[config.mk]
export PLATFORM = sky130hd
export DESIGN_NAME = drto_ctrl
export DESIGN_NICKNAME = d
export VERILOG_FILES = /design/src/hw/rtl/drto_pkg.sv /design/src/hw/rtl/drto_ctrl.sv
export SDC_FILE = /design/constraint.sdc
export NUM_CORES = 1
export LEC_CHECK = 0
export BUFFER_PORTS_ARGS = -buffer_cell sky130_fd_sc_hd__buf_4
export CAP_MARGIN = 20
export CORE_ASPECT_RATIO = 1.2
export CORE_MARGIN = 1.5
export CORE_UTILIZATION = 45
export CTS_CLUSTER_SIZE = 40
export DETAILED_ROUTE_END_ITERATION = 10
export GPL_ROUTABILITY_DRIVEN = 1
export PLACE_DENSITY_LB_ADDON = 0.15
export REMOVE_ABC_BUFFERS = 1
export SETUP_SLACK_MARGIN = 0.15
export SYNTH_ARGS = -nofsm -noshare
export SYNTH_HDL_FRONTEND = slang
export SYNTH_SLANG_ARGS = --single-unit
[constraint.sdc]
create_clock -name clk -period 2.5 [get_ports clk]
set_input_delay 0.125 -clock clk [delete_from_list [all_inputs] [get_ports clk]]
set_output_delay 0.125 -clock clk [all_outputs]
set_load 0.01 [all_outputs]
[src/hw/rtl/drto_pkg.sv]
package drto_pkg;

  localparam int MaxNodesDefault = 64;
  localparam int NodeW = 6;

  localparam logic [1:0] CmdAddEdge = 2'd0;
  localparam logic [1:0] CmdRun     = 2'd1;
  localparam logic [1:0] CmdClear   = 2'd2;
  localparam logic [1:0] CmdRsvd    = 2'd3;

  typedef struct packed {
    logic [1:0]       cmd;
    logic [NodeW-1:0] upstream_node;
    logic [NodeW-1:0] dependent_node;
    logic [NodeW-1:0] root_node;
  } in_item_t;

  typedef struct packed {
    logic [NodeW-1:0] node;
    logic [NodeW-1:0] discovered_by;
    logic             is_root;
    logic             cycle_error;
    logic             last;
  } out_item_t;

  // controller -> datapath
  typedef struct packed {
    logic load_cmd;    // latch input beat
    logic add_edge;
    logic clr_step;    // clear one adjacency row
    logic walk_init;
    logic walk_pop;    // pop stack top, read its row
    logic walk_scan;   // push one fresh dependent
    logic deg_init;
    logic deg_step;    // add one marked row into in-degree
    logic ready_init;
    logic kahn_pick;   // take lowest ready, read row
    logic kahn_apply;  // apply picked row to all in-degree lanes
    logic emit_init;
    logic emit_step;   // advance order buffer index
    logic out_load;
    logic out_cycle;
  } dp_cmd_t;

  // datapath -> controller
  typedef struct packed {
    logic [1:0] cmd;
    logic       node_ok;
    logic       stack_empty;
    logic       fresh_any;
    logic       cnt_done;
    logic       ready_any;
    logic       order_ok;
    logic       emit_last;
  } dp_stat_t;

endpackage

[src/hw/rtl/drto_ctrl.sv]
module drto_ctrl (
  input  logic               clk,
  input  logic               rst,
  input  logic               in_valid,
  output logic               in_ready,
  output logic               out_valid,
  input  logic               out_ready,
  input  drto_pkg::dp_stat_t s,
  output drto_pkg::dp_cmd_t  c
);
  localparam logic [3:0] SIdle  = 4'd0;
  localparam logic [3:0] SDec   = 4'd1;
  localparam logic [3:0] SAdd   = 4'd2;
  localparam logic [3:0] SClr   = 4'd3;
  localparam logic [3:0] SPop   = 4'd4;
  localparam logic [3:0] SScan  = 4'd5;
  localparam logic [3:0] SDeg   = 4'd6;
  localparam logic [3:0] SRdy   = 4'd7;
  localparam logic [3:0] SPick  = 4'd8;
  localparam logic [3:0] SApply = 4'd9;
  localparam logic [3:0] SEmRd  = 4'd10;
  localparam logic [3:0] SEmLd  = 4'd11;
  localparam logic [3:0] SOut   = 4'd12;
  localparam logic [3:0] SWalk0 = 4'd13;
  localparam logic [3:0] SEmWt  = 4'd14;

  logic [3:0] state, state_next;
  logic       final_beat, final_beat_next;

  assign in_ready  = state == SIdle;
  assign out_valid = state == SOut;

  always_comb begin
    c = '0;
    state_next = state;
    final_beat_next = final_beat;
    case (state)
      SIdle: begin
        if (in_valid) begin
          c.load_cmd = 1'b1;
          state_next = SDec;
        end
      end
      SDec: begin
        if (!s.node_ok && s.cmd != drto_pkg::CmdClear) begin
          state_next = SIdle;
        end else begin
          case (s.cmd)
            drto_pkg::CmdAddEdge: state_next = SAdd;
            drto_pkg::CmdRun: begin
              c.walk_init = 1'b1;
              state_next = SWalk0;
            end
            drto_pkg::CmdClear: state_next = SClr;
            default: state_next = SIdle;
          endcase
        end
      end
      SAdd: begin
        c.add_edge = 1'b1;
        state_next = SIdle;
      end
      SClr: begin
        if (s.cnt_done) begin
          state_next = SIdle;
        end else begin
          c.clr_step = 1'b1;
        end
      end
      SWalk0: begin
        if (s.stack_empty) begin
          c.deg_init = 1'b1;
          state_next = SDeg;
        end else begin
          state_next = SPop;
        end
      end
      // stack top read is valid here
      SPop: begin
        c.walk_pop = 1'b1;
        state_next = SScan;
      end
      SScan: begin
        if (s.fresh_any) begin
          c.walk_scan = 1'b1;
        end else begin
          state_next = SWalk0;
        end
      end
      SDeg: begin
        c.deg_step = 1'b1;
        if (s.cnt_done) begin
          state_next = SRdy;
        end
      end
      SRdy: begin
        c.ready_init = 1'b1;
        state_next = SPick;
      end
      SPick: begin
        if (s.ready_any) begin
          c.kahn_pick = 1'b1;
          state_next = SApply;
        end else if (!s.order_ok) begin
          c.out_cycle = 1'b1;
          final_beat_next = 1'b1;
          state_next = SOut;
        end else begin
          c.emit_init = 1'b1;
          state_next = SEmRd;
        end
      end
      SApply: begin
        c.kahn_apply = 1'b1;
        state_next = SPick;
      end
      SEmRd: state_next = SEmWt;
      SEmWt: begin
        c.emit_step = 1'b1;
        state_next = SEmLd;
      end
      SEmLd: begin
        c.out_load = 1'b1;
        final_beat_next = s.emit_last;
        state_next = SOut;
      end
      SOut: begin
        if (out_ready) begin
          state_next = final_beat ? SIdle : SEmRd;
        end
      end
      default: state_next = SIdle;
    endcase
  end

  // reset starts with a sweep of the adjacency rows
  always_ff @(posedge clk) begin
    if (rst) begin
      state <= SClr;
      final_beat <= 1'b0;
    end else begin
      state <= state_next;
      final_beat <= final_beat_next;
    end
  end

  a_one_side: assert property (@(posedge clk) disable iff (rst)
    !(in_ready && out_valid)) else $error("in_ready with out_valid");
  a_out_hold: assert property (@(posedge clk) disable iff (rst)
    out_valid && !out_ready |=> out_valid) else $error("result dropped");
  a_accept_dec: assert property (@(posedge clk) disable iff (rst)
    in_valid && in_ready |=> state == SDec) else $error("accept lost");
endmodule

After elaboration in Yosys (flattened, before gate mapping)
Index checks and enable logic that the tools add are counted.
- reductions and logical operators: 8
- eq/ne operators: 24
- multiplexer cells: 41
- operators by type and width (cell ; count):
    $pmux W4 S13 ; 1
    $mux W4 ; 8
    $eq A4 B4 Y1 const B ; 7
    $mux W1 ; 28
    $eq A4 B3 Y1 const B ; 4
    $ne A2 B2 Y1 const B ; 7
    $pmux W4 S3 ; 1
    $eq A4 B2 Y1 const B ; 2
    $reduce_and A5 Y1 ; 1
    $eq A4 B1 Y1 const B ; 1
    $logic_not A4 Y1 ; 1
    $mux W3 ; 1
    $reduce_and A3 Y1 ; 1
    $eq A2 B1 Y1 const B ; 1
    $eq A2 B2 Y1 const B ; 1
    $logic_not A2 Y1 ; 1
    $mux W2 ; 1
    $ne A2 B1 Y1 const B ; 1
    $pmux W1 S2 ; 1
    $reduce_bool A2 Y1 ; 1
    $reduce_or A2 Y1 ; 1
    $logic_and A1 B1 Y1 ; 1
    $logic_not A1 Y1 ; 1
- output and inout port bits: 17
- word-level logic and storage cells: 75
- flip-flop bits (word level): 5

Logic depth before layout (Yosys ltp)
- depth in word-level cells: 4
- depth in mapped cells: 6
- gate-level depth less buffers: 6

Least setup slack after synthesis
No wires, ideal clock.
- path kind: register -> output
- from: register state[3]
- to: output c[14] (netlist name)
- path slack: 1.143 ns
- path buffers: 1
- arrival: 1.232 ns
- required time: 2.375 ns
- stages on the path, launching flop included: 5
- path through: dfxtp_1 > buf_4 > or2_4 > nor3_1 > and2_1
- RTL lines (what ; RTL line ; text):
    start, declared ; drto_ctrl.sv:27 ; logic [3:0] state, state_next;
    start signal, assigned ; drto_ctrl.sv:139 ; state <= SClr;
    start signal, assigned ; drto_ctrl.sv:142 ; state <= state_next;
    end, declared ; drto_ctrl.sv:9 ; output drto_pkg::dp_cmd_t c

==> results.md <==
- Grt total ovfl: 0
- Die width: 39.5 um
- Worst hold margin: 112 ps
- Crit path max fanout: 20
- Lkg Pwr: 0.000437 uW
- TNS Setup: 0 ps
- Detailed Route WL: 1900 um
- Syn. warnings: 0
- Avg Cell Area, Syn: 7.49 sq um
- Setup Buffers After CTS: 0
- Final Slew Violations: 0
- Top Family by Delay on Critical Path: simple AND/OR/NAND/NOR gates
- CP peak stage delay: 720 ps
- Pin count of the biggest net entering global routing: 21
- Max IR drop VDD: 553 uV
- Cell area after synthesis: 719 sq um
- Most frequent cells in the layout: 29 x buf_4, 18 x nor2_1, 6 x nand2_1, 6 x nor3_1
- Resized Gates After CTS: 0
- RSZ-0062 raised after global routing: no
- Synth top area share: 13.9%
- Worst-path cell chain: nand2b_1 > nor3_4 > and2_1 > buf_4
- Filler Cells Inserted: 142
- CP Data Required Time: 2380 ps
- Fin. Hold Viols: 0
- Final setup margin: 472 ps
- Hold Buf Count CTS: 0
- Clk_lat worst skew: 250 ps
- Vias post-DR: 794
- CTS buffer count: 3
- H-tree levels: 1
- Status: completed
- Routed Antenna Nets: 0
- Inst Count DP: 136
- IO Count: 30
- Fin cells: 140
- Routability cong.: 0.944
- Max-Cap Viols: 0
- Post-Place Setup Slack: 731 ps
- Synth top area cells: dfxtp_1 14%, nor2_1 9.4%, ha_1 8.7%
- CP max stage cell: dfxtp_1
- Half-perimeter wire length after placement: 1430 um
- Clk root buf: clkbuf_4
- 1st-pass router iterations: 4
- Drt initial violations: 12
- Synth unique cells: 44
- Initial antenna violation count: 0
- Total power: 580 uW
- Commonest non-fill, non-tap cell in the layout: buf_4
- Worst Hold Class: in -> reg
- Avg WL per Cell: 13.6 um
- Rel. slew slack: 57.9%
- DR DRC count: 0
- Core area: 1460 sq um
- Max Freq: 493 MHz
- FF+latch count, synth: 5
- Syn Inst Count: 96
- Crit share post-route: 81.1%
- CTS Sinks: 5
- WP buf/inv: 1
- Slew @ Worst Pin: 631 ps
- CTS max path bufs: 2
- Share of layout cells above drive strength 1: 33.3%
- Number of global-route vias before repair: 688
- Routed vias/inst: 5.67
- Critical path class: reg -> out
- Final setup fails: 0
- Die Y: 46.8 um
- Clock transition at path regs: 50 ps
- First-pass GRT wire length: 2820 um
- Die ar.: 1850 sq um
- Register area share after synthesis: 13.9%
- Critical path arrival: 1900 ps
- CP Launch Type: register
- Final nets: 142
- Row count: 15
- TritonCTS clock tree: done
- Worst setup EP type: output port
- Power Dens Cells: 614 nW/um^2
- # diodes: 0
- Final Skew: 9.83 ps
- Tot GR Track Use: 22.0%
- IO buf count: 29
- Fin crit period: 2030 ps
- Starting Density: 49.1%
- Synth area leader: dfxtp_1
- P&R area growth vs syn: 31.3%
-- power by group --
part	switching [uW]	leakage, uW	internal (uW)	total (uW)
sequential	69.6	0.0000412	96.4	166
clock	35.1	0.0000150	60.4	95.5
combinational	158	0.000380	161	319
-- cell type report --
class                   instances  area (sq um)  share of cell area, %
repair buffers                 29           218                   23.0
inverters                       5          18.8                   1.99
well taps                      17          21.3                   2.25
clock buffers                   4          26.3                   2.78
flip-flops and latches          5           100                   10.6
multi-input cells              80           561                   59.3
-- registers in the layout, summed over array words and instances, names as in the netlist --
register	count
final_beat	1
state	4
-- final timing paths --
kind / start / to / slack, ps / depth (start not counted)
worst min-delay path: rst / state[3] / 110 / 2
worst min register to register: final_beat / final_beat / 560 / 2
worst max-delay path: state[0] / c[11] / 470 / 4
worst max register to register: state[0] / state[3] / 670 / 4
-- metrics by stage --
step | util (%) | area [sq um]
floorplan | - | 679
global placement | 62.7 | 918
detailed placement | 62.7 | 918
CTS | 64.5 | 945
global route | 64.5 | 945
finish | 64.5 | 945
-- cell families after synthesis --
family	after synthesis	synth area share [%]
AOI/OAI and AO/OA	25	30.8
and+or+nand+nor	50	38.4
DFF	5	13.9
adders and majority gates	5	8.70
buffers and inverters	11	8.17
-- synthesized netlist by cell type, drive strengths merged --
cell,n
buf,5
or3,1
or2,1
a211o,1
nor4,1
clkbuf,1
and3b,1
o22ai,2
a21o,2
nand3,1
o32ai,1
o21ai,4
inv,5
a211oi,3
a41o,1
nand2b,4
ha,5
dfxtp,5
a32oi,1
and2,2
nor2,18
nand3b,1
nor3b,1
a31oi,1
or2b,2
a21boi,1
a22oi,1
a222oi,2
nor3,7
a21oi,1
nand2,6
a221oi,2
nor2b,3
or3b,1
o21ba,1
o31ai,1
-- per-layer routing --
layer	up-vias	global-route usage [%]	part of all wire, %
met3	0	5.69	6.2
li1	399	-	-
met4	0	2.07	0
met5	-	0	0
met2	30	42.0	50
met1	365	24.8	43
-- worst register-to-register path, stage by stage (launching register included) --
cell      delay, ps
dfxtp_1         720
nand2b_1        300
nor3_4          350
a222oi_1        180
a211oi_2        200
No activity file was read; power rests on OpenSTA's default activity.
